==> config.mk <==
export PLATFORM = sky130hd
export DESIGN_NAME = route_table_lookup_core
export DESIGN_NICKNAME = d
export VERILOG_FILES = /design/src/hdl/rtlu_pkg.sv /design/src/hdl/route_table_lookup_core.sv /design/src/hdl/rtlu_table.sv /design/src/hdl/rtlu_match.sv
export VERILOG_INCLUDE_DIRS = /design/src /design/src/hdl
export SDC_FILE = /design/constraint.sdc
export NUM_CORES = 2
export LEC_CHECK = 0
export BUFFER_PORTS_ARGS = -buffer_cell sky130_fd_sc_hd__buf_4
export CAP_MARGIN = 30
export CELL_PAD_IN_SITES_DETAIL_PLACEMENT = 0
export CELL_PAD_IN_SITES_GLOBAL_PLACEMENT = 1
export CORE_MARGIN = 2
export CORE_UTILIZATION = 30
export CTS_BUF_LIST = sky130_fd_sc_hd__clkbuf_4 sky130_fd_sc_hd__clkbuf_8 sky130_fd_sc_hd__clkbuf_16
export DETAILED_ROUTE_END_ITERATION = 8
export PLACE_DENSITY_LB_ADDON = 0.1
export SETUP_SLACK_MARGIN = 0.5
export SLEW_MARGIN = 20
export SYNTH_ARGS = -nofsm -noshare
export SYNTH_HDL_FRONTEND = slang
export SYNTH_SLANG_ARGS = --single-unit
==> constraint.sdc <==
create_clock -name clk -period 9.9 [get_ports clk]
set_clock_uncertainty 0.2 [all_clocks]
set_input_delay 1.485 -clock clk [delete_from_list [all_inputs] [get_ports clk]]
set_output_delay 1.485 -clock clk [all_outputs]
set_load 0.005 [all_outputs]
==> src/hdl/route_table_lookup_core_defines.svh <==
// ----------------------------------------------------------------------------
// Route table lookup: assertion macros
// Shared property wrappers for the lookup core.
// ----------------------------------------------------------------------------
`ifndef ROUTE_TABLE_LOOKUP_CORE_DEFINES_SVH
`define ROUTE_TABLE_LOOKUP_CORE_DEFINES_SVH

// Same-cycle implication, disabled during reset.
`define RTLU_ASSERT_NOW(label, clk, rst_n, ante, cons, msg) \
    label: assert property (@(posedge clk) disable iff (!rst_n) (ante) |-> (cons)) \
        else $error(msg);

// Next-cycle implication, disabled during reset.
`define RTLU_ASSERT_NEXT(label, clk, rst_n, ante, cons, msg) \
    label: assert property (@(posedge clk) disable iff (!rst_n) (ante) |=> (cons)) \
        else $error(msg);

`endif

==> src/hdl/rtlu_pkg.sv <==
// ----------------------------------------------------------------------------
// Route table lookup package
// Constants, request and response types and shared helpers.
// ----------------------------------------------------------------------------
package rtlu_pkg;

    localparam int TABLE_DEPTH = 16;
    localparam int PORT_COUNT  = 4;
    localparam int SLOT_W      = (TABLE_DEPTH > 1) ? $clog2(TABLE_DEPTH) : 1;

    localparam int IDX_W  = 4;
    localparam int ADDR_W = 32;
    localparam int PORT_W = 2;

    localparam logic OP_WRITE  = 1'b0;
    localparam logic OP_LOOKUP = 1'b1;

    localparam logic MODE_EXACT = 1'b0;
    localparam logic MODE_LPM   = 1'b1;

    typedef struct packed {
        logic              op;
        logic [IDX_W-1:0]  slot_index;
        logic              slot_valid;
        logic [ADDR_W-1:0] new_prefix;
        logic [ADDR_W-1:0] new_mask;
        logic [ADDR_W-1:0] new_gateway;
        logic [PORT_W-1:0] new_port;
        logic [ADDR_W-1:0] lookup_address;
    } rtlu_req_t;

    typedef struct packed {
        logic              hit;
        logic [IDX_W-1:0]  match_index;
        logic [ADDR_W-1:0] next_hop_gateway;
        logic [PORT_W-1:0] out_port;
    } rtlu_rsp_t;

    typedef struct packed {
        logic [ADDR_W-1:0] prefix;
        logic [ADDR_W-1:0] mask;
        logic [ADDR_W-1:0] gateway;
        logic [PORT_W-1:0] port;
    } rtlu_route_t;

    // One table entry as it leaves the read port
    typedef struct packed {
        logic              strobe;
        logic              live;
        logic [SLOT_W-1:0] index;
        rtlu_route_t       route;
    } rtlu_probe_t;

    // Running winner of a scan
    typedef struct packed {
        logic              found;
        logic [SLOT_W-1:0] index;
        logic [ADDR_W-1:0] gateway;
        logic [PORT_W-1:0] port;
    } rtlu_best_t;

    function automatic logic [PORT_W-1:0] clamp_port(input logic [PORT_W-1:0] p);
        logic [PORT_W-1:0] v;
        v = p;
        if (32'(p) >= PORT_COUNT)
        begin
            v = PORT_W'(PORT_COUNT - 1);
        end
        return v;
    endfunction

endpackage

==> src/hdl/route_table_lookup_core.sv <==
// ----------------------------------------------------------------------------
// Route table lookup core
// Routing table with exact or longest-prefix lookup, one entry checked a cycle.
// ----------------------------------------------------------------------------
//  channel   signals                       handshake
//  request   start, busy, req              taken when start && !busy
//  response  done, rsp                     one-cycle strobe, no back-pressure
//  config    cfg_valid, cfg_ready, cfg_data taken when cfg_valid && cfg_ready
//
//  A write request updates the table at the accepting edge; its response
//  strobes the next cycle and busy never rises, so writes run one per cycle.
//  A lookup walks all TABLE_DEPTH slots through the single read port and
//  compare unit, passing through ST_SCAN, ST_LAST and ST_FLUSH before the
//  response strobe; busy falls with the strobe.
//  Reset clears the valid flags and sets longest-prefix mode.
// ----------------------------------------------------------------------------
`include "route_table_lookup_core_defines.svh"

module route_table_lookup_core
    import rtlu_pkg::*;
(
    input  logic      clk,
    input  logic      rst_n,
    input  logic      start,
    output logic      busy,
    input  rtlu_req_t req,
    output logic      done,
    output rtlu_rsp_t rsp,
    input  logic      cfg_valid,
    output logic      cfg_ready,
    input  logic      cfg_data
);

    typedef enum logic [1:0] {
        ST_IDLE,
        ST_SCAN,
        ST_LAST,
        ST_FLUSH
    } state_t;

    state_t            state_reg,   state_next;
    logic              busy_reg,    busy_next;
    logic              done_reg,    done_next;
    rtlu_rsp_t         rsp_reg,     rsp_next;
    logic [SLOT_W-1:0] rd_slot_reg, rd_slot_next;
    logic [ADDR_W-1:0] addr_reg,    addr_next;
    logic              mode_reg,    mode_next;

    logic              accept;
    logic              wr_en;
    logic              clear;
    rtlu_route_t       wr_route;
    rtlu_probe_t       probe;
    rtlu_best_t        best;

    assign accept    = start && !busy_reg;
    assign wr_en     = accept && (req.op == OP_WRITE) && (32'(req.slot_index) < TABLE_DEPTH);
    assign clear     = accept && (req.op == OP_LOOKUP);
    assign cfg_ready = 1'b1;

    assign wr_route.prefix  = req.new_prefix;
    assign wr_route.mask    = req.new_mask;
    assign wr_route.gateway = req.new_gateway;
    assign wr_route.port    = clamp_port(req.new_port);

    rtlu_table u_table (
        .clk      (clk),
        .rst_n    (rst_n),
        .wr_en    (wr_en),
        .wr_slot  (SLOT_W'(req.slot_index)),
        .wr_live  (req.slot_valid),
        .wr_route (wr_route),
        .rd_en    (state_reg == ST_SCAN),
        .rd_slot  (rd_slot_reg),
        .probe    (probe)
    );

    rtlu_match u_match (
        .clk     (clk),
        .rst_n   (rst_n),
        .clear   (clear),
        .mode    (mode_reg),
        .address (addr_reg),
        .probe   (probe),
        .best    (best)
    );

    always_comb
    begin
        state_next   = state_reg;
        busy_next    = busy_reg;
        done_next    = 1'b0;
        rsp_next     = rsp_reg;
        rd_slot_next = rd_slot_reg;
        addr_next    = addr_reg;
        mode_next    = mode_reg;

        if (cfg_valid)
        begin
            mode_next = cfg_data;
        end

        case (state_reg)
            ST_IDLE:
            begin
                if (accept)
                begin
                    if (req.op == OP_WRITE)
                    begin
                        done_next                 = 1'b1;
                        rsp_next                  = '0;
                        rsp_next.match_index      = req.slot_index;
                    end
                    else
                    begin
                        addr_next    = req.lookup_address;
                        rd_slot_next = '0;
                        busy_next    = 1'b1;
                        state_next   = ST_SCAN;
                    end
                end
            end
            ST_SCAN:
            begin
                // advance the read pointer; the last slot leaves for the compare stage
                if (rd_slot_reg == SLOT_W'(TABLE_DEPTH - 1))
                begin
                    state_next = ST_LAST;
                end
                else
                begin
                    rd_slot_next = rd_slot_reg + SLOT_W'(1);
                end
            end
            ST_LAST:
            begin
                state_next = ST_FLUSH;
            end
            ST_FLUSH:
            begin
                rsp_next = '0;
                if (best.found)
                begin
                    rsp_next.hit              = 1'b1;
                    rsp_next.match_index      = IDX_W'(best.index);
                    rsp_next.next_hop_gateway = best.gateway;
                    rsp_next.out_port         = best.port;
                end
                done_next  = 1'b1;
                busy_next  = 1'b0;
                state_next = ST_IDLE;
            end
            default:
            begin
                busy_next  = 1'b0;
                state_next = ST_IDLE;
            end
        endcase
    end

    always_ff @(posedge clk or negedge rst_n)
    begin
        if (!rst_n)
        begin
            state_reg   <= ST_IDLE;
            busy_reg    <= 1'b0;
            done_reg    <= 1'b0;
            rsp_reg     <= '0;
            rd_slot_reg <= '0;
            addr_reg    <= '0;
            mode_reg    <= MODE_LPM;
        end
        else
        begin
            state_reg   <= state_next;
            busy_reg    <= busy_next;
            done_reg    <= done_next;
            rsp_reg     <= rsp_next;
            rd_slot_reg <= rd_slot_next;
            addr_reg    <= addr_next;
            mode_reg    <= mode_next;
        end
    end

    assign busy = busy_reg;
    assign done = done_reg;
    assign rsp  = rsp_reg;

    `RTLU_ASSERT_NOW(a_done_not_busy, clk, rst_n, done_reg, !busy_reg,
        "response strobed while busy")
    `RTLU_ASSERT_NEXT(a_lookup_busy, clk, rst_n, clear,
        busy_reg && (state_reg == ST_SCAN), "lookup did not start scan")
    `RTLU_ASSERT_NOW(a_miss_zero, clk, rst_n, done_reg && !rsp_reg.hit,
        (rsp_reg.next_hop_gateway == '0) && (rsp_reg.out_port == '0),
        "miss response not cleared")
    `RTLU_ASSERT_NOW(a_busy_state, clk, rst_n, 1'b1,
        busy_reg == (state_reg != ST_IDLE), "busy out of step with sequencer")

endmodule

==> src/hdl/rtlu_table.sv <==
// ----------------------------------------------------------------------------
// Route table storage
// Entry memory with one write and one registered read port, plus valid flags.
// ----------------------------------------------------------------------------
module rtlu_table
    import rtlu_pkg::*;
(
    input  logic              clk,
    input  logic              rst_n,
    input  logic              wr_en,
    input  logic [SLOT_W-1:0] wr_slot,
    input  logic              wr_live,
    input  rtlu_route_t       wr_route,
    input  logic              rd_en,
    input  logic [SLOT_W-1:0] rd_slot,
    output rtlu_probe_t       probe
);

    rtlu_route_t             mem [TABLE_DEPTH];
    logic [TABLE_DEPTH-1:0]  live_reg;
    logic                    strobe_reg;
    logic                    probe_live_reg;
    logic [SLOT_W-1:0]       probe_index_reg;
    rtlu_route_t             probe_route_reg;

    always_ff @(posedge clk)
    begin
        if (wr_en)
        begin
            mem[wr_slot] <= wr_route;
        end
        if (rd_en)
        begin
            probe_route_reg <= mem[rd_slot];
        end
    end

    always_ff @(posedge clk or negedge rst_n)
    begin
        if (!rst_n)
        begin
            live_reg        <= '0;
            strobe_reg      <= 1'b0;
            probe_live_reg  <= 1'b0;
            probe_index_reg <= '0;
        end
        else
        begin
            if (wr_en)
            begin
                live_reg[wr_slot] <= wr_live;
            end
            strobe_reg <= rd_en;
            if (rd_en)
            begin
                probe_live_reg  <= live_reg[rd_slot];
                probe_index_reg <= rd_slot;
            end
        end
    end

    assign probe.strobe = strobe_reg;
    assign probe.live   = probe_live_reg;
    assign probe.index  = probe_index_reg;
    assign probe.route  = probe_route_reg;

endmodule

==> src/hdl/rtlu_match.sv <==
// ----------------------------------------------------------------------------
// Route match unit
// Shared compare unit: checks one entry a cycle and keeps the running winner.
// ----------------------------------------------------------------------------
module rtlu_match
    import rtlu_pkg::*;
(
    input  logic              clk,
    input  logic              rst_n,
    input  logic              clear,
    input  logic              mode,
    input  logic [ADDR_W-1:0] address,
    input  rtlu_probe_t       probe,
    output rtlu_best_t        best
);

    logic              found_reg;
    logic [SLOT_W-1:0] index_reg;
    logic [ADDR_W-1:0] mask_reg;
    logic [ADDR_W-1:0] gateway_reg;
    logic [PORT_W-1:0] port_reg;
    logic              take;

    // Exact mode keeps the first hit; prefix mode keeps the numerically largest mask, later slot on ties
    always_comb
    begin
        take = 1'b0;
        if (probe.strobe && probe.live)
        begin
            if (mode == MODE_EXACT)
            begin
                take = !found_reg && (probe.route.prefix == address);
            end
            else
            begin
                take = (((address ^ probe.route.prefix) & probe.route.mask) == '0) &&
                       (!found_reg || (probe.route.mask >= mask_reg));
            end
        end
    end

    always_ff @(posedge clk or negedge rst_n)
    begin
        if (!rst_n)
        begin
            found_reg <= 1'b0;
        end
        else if (clear)
        begin
            found_reg <= 1'b0;
        end
        else if (take)
        begin
            found_reg <= 1'b1;
        end
    end

    always_ff @(posedge clk)
    begin
        if (take && !clear)
        begin
            index_reg   <= probe.index;
            mask_reg    <= probe.route.mask;
            gateway_reg <= probe.route.gateway;
            port_reg    <= probe.route.port;
        end
    end

    assign best.found   = found_reg;
    assign best.index   = index_reg;
    assign best.gateway = gateway_reg;
    assign best.port    = port_reg;

endmodule

==> flow_summary_export.csv <==
group,metric,value,unit
run_status,outcome,"complete, no violations",
critical_path,critical_path.cell_chain,"buf_12 -> buf_16 -> buf_4 -> mux4_2 -> mux4_2",
power_and_ir_drop,p_per_area,200,nW/um^2
cells_and_area,fin_nets,3313,
cells_and_area,multi_input_area,13900,um^2
timing,rsz0062_at_grt,"false",
die,die_x,484,um
yosys,syn_inst,2816,
placement,portBuffers,181,
cells_and_area,regArea,54700,um^2
detailed_routing,vias,30900,
yosys,syn_area,69200,um^2
timing,period_minus_slack,4.43,ns
timing,post-route-period-util,44.7,%
timing,fmax,226,MHz
power_and_ir_drop,power,0.0163,W
timing,holdWs,0.221,ns
cts,clk_latency,0.83,ns
yosys,async_reset_ff_share,5.60,%
cells_and_area,final_util,35.5,%
critical_path,cp_common_cell,"mux4_2",
die,pin_count,183,
cts,cts_buffers,203,
timing,final_max_slew_viol_count,0,
cells_and_area,final_cell_mix,"edfxtp_1, mux4_2, buf_4",
detailed_routing,wire_per_inst,29.6,um
global_route,track_usage,15.9,%
critical_path,critPathMaxFanout,61,
hold_path,hp-class,"flip-flop to flip-flop",
global_route,grt_max_degree,136,
timing,relSlewSlack,27.8,%
yosys,avgSynthCellArea,24.6,um^2
detailed_routing,ant_nets,0,
cts,cts_max_level,4,
cells_and_area,syn2layout_area_growth,17.9,%
critical_path,critPathLaunchType,"flip-flop",
placement,place_hpwl,98.2,mm
power_and_ir_drop,pwr-share-comb,1.0,%
power_and_ir_drop,power.internal,0.0131,W
critical_path,worstPathArrival,4.75,ns
critical_path,critPathRequiredTime,10.22,ns
critical_path,cpMaxStageDelayCell,"dfrtp_4",
die,initial_core_util,30.1,%
power_and_ir_drop,p_sw,0.00321,W
power_and_ir_drop,clockPowerShare,46.9,%
cts,cts.sinks,1839,
cells_and_area,num-fill-cells,20900,
cts,ctsHoldBuffers,0,
yosys,synth_nets,2994,
yosys,synth.distinct_cells,48,
global_route,grt_remaining_overflow,0,
detailed_routing,drtPass1Iterations,5,
detailed_routing,drcViolationCount,0,
hold_path,min_from,"u_table.probe[11]",
yosys,seq_area_frac_synth,79.0,%
timing,setup_viol,0,
die,chipHeight,484,um
cts,cts_tree,"done",
global_route,antenna_found_initial,34,
placement,dp.cells,5951,
power_and_ir_drop,swShare,19.7,%
cells_and_area,layout_commonest_cell,"edfxtp_1",
timing,tightest_slew,1.08,ns
cts,clk_pin_slew_worst_paths,0.06,ns
detailed_routing,drtIter0Drc,2572,
placement,gp_congestion,0.734,
flow_run,maxCapViolations,0,
detailed_routing,viasPerCell,4.88,
critical_path,crit_type,"flip-flop to flip-flop",
yosys,synth_top_flop_cell,"edfxtp_1",
yosys,ys_seq_elements,1839,
cells_and_area,largest_reg_flops,1568,
detailed_routing,finalWirelength,188,mm
timing,fin_tns_setup,0,ns
die,core_area,230000,um^2
die,num_rows,176,
cts,root_buffer,"clkbuf_16",
cells_and_area,instances_no_fill,6336,
yosys,ys.warnings.count,0,
critical_path,cp-end-kind,"flip-flop",
cts,cts_setup_buffers,0,
timing,hold_viol_final,0,
cts,cts_max_path_buffers,3,
critical_path,timing.rr.start,"rd_slot_reg[0]",
power_and_ir_drop,ir_drop,148,uV
global_route,grt_pass1_wl,263,mm
yosys,synth_edf_count,1736,
power_and_ir_drop,p_leak,26.1,nW
critical_path,worst_path_largest_cell_delay,0.95,ns
power_and_ir_drop,seqPwrFrac,52.1,%
critical_path,critPathLaunch,"rd_slot_reg[0]",
cells_and_area,post_route_cells_drive_above_1_share,34.7,%
global_route,grt_pass1_vias,33500,
cts,cts_resized,0,
die,dieArea,235000,um^2
-- power by group through the flow --
stage | combinational [W] | clock, W | sequential (W)
2_1_floorplan | 0.0000143 | 0 | 0.00867
3_3_place_gp | 0.000159 | 0 | 0.00867
3_5_place_dp | 0.000172 | 0 | 0.00867
4_1_cts | 0.000172 | 0.00789 | 0.00850
5_1_grt | 0.000186 | 0.00818 | 0.00850
6_report | 0.000166 | 0.00765 | 0.00851
-- metal layers --
| layer | global-route usage (%) | vias up | routed length, um |
|---|---|---|---|
| met3 | 3.02 | 278 | 9680 |
| met4 | 3.70 | 20 | 3550 |
| met2 | 26.4 | 724 | 92500 |
| met1 | 21.6 | 17100 | 81900 |
| met5 | 0 | - | 115 |
| li1 | - | 12800 | - |
-- final cells by class --
class / instances / share of cell area [%]
Sequential cell: 1839 / 67.0
Multi-Input combinational cell: 810 / 17.0
Clock buffer: 280 / 7.16
Tap cell: 3026 / 4.64
Timing Repair Buffer: 243 / 2.71
Clock inverter: 93 / 1.24
Inverter: 38 / 0.175
Antenna cell: 7 / 0.0215
-- synthesized netlist by cell type, types with 4 or more instances --
master    instances  area, um^2
edfxtp_1       1736       52100
mux4_2          495       11100
dfrtp_1         102        2550
clkbuf_1         70         263
inv_1            38         143
mux2_2           38         428
a22o_1           37         324
ha_1             37         463
xor2_1           34         298
buf_2            27         135
nor2_1           25        93.8
a21oi_1          18        90.1
buf_6            18         203
mux2_1           16         180
nand2_1          16        60.1
a22oi_1          15         113
buf_1            13        48.8
nand4_1          11        68.8
nor4_1            8        50.1
nand3_1           6        30.0
nor3_1            5        25.0
o21ai_0           5        25.0
o21ai_1           5        25.0
a221oi_1          4        35.0
nor2b_1           4        25.0
-- worst max-delay path: cells and delay by family (launching register included) --
| kind | cells | cell delay [ns] |
|---|---|---|
| buffers and inverters | 3 | 1.63 |
| multiplexers | 2 | 1.16 |
| flip-flops | 1 | 0.95 |
-- path summary, 6_finish.rpt --
| path | endpoint | slack, ns | cells past startpoint |
|---|---|---|---|
| worst max-delay path | u_table.probe[56] | 5.47 | 5 |
| worst min-delay path | u_match.gateway_reg[9] | 0.22 | 0 |
| worst max register to register | u_table.probe[56] | 5.47 | 5 |
| worst min register to register | u_match.gateway_reg[9] | 0.22 | 0 |
| max in group asynchronous | rd_slot_reg[3] | 7.76 | 2 |
| min in group asynchronous | rsp[19] | 0.44 | 1 |
-- logic make-up (layout without fill, tap and decap cells) --
| family | Yosys count | in the layout | synth area share [%] |
|---|---|---|---|
| fa+ha+maj | 37 | 37 | 0.669 |
| compound gates | 98 | 98 | 1.05 |
| other cells | 1 | 8 | 0.00542 |
| buf+inv | 167 | 654 | 1.15 |
| simple gates | 89 | 89 | 0.660 |
| mux | 551 | 551 | 17.0 |
| flops | 1839 | 1839 | 79.0 |
| xor+xnor | 34 | 34 | 0.430 |
-- stage by stage --
step                area, um^2  setup WS (ns)
floorplan                69200           2.59
global placement         74500           4.47
detailed placement       74600           4.74
CTS                      81500           5.29
global route             81600           5.11
finish                   81600           5.47
(Power assumes the default switching activity.)
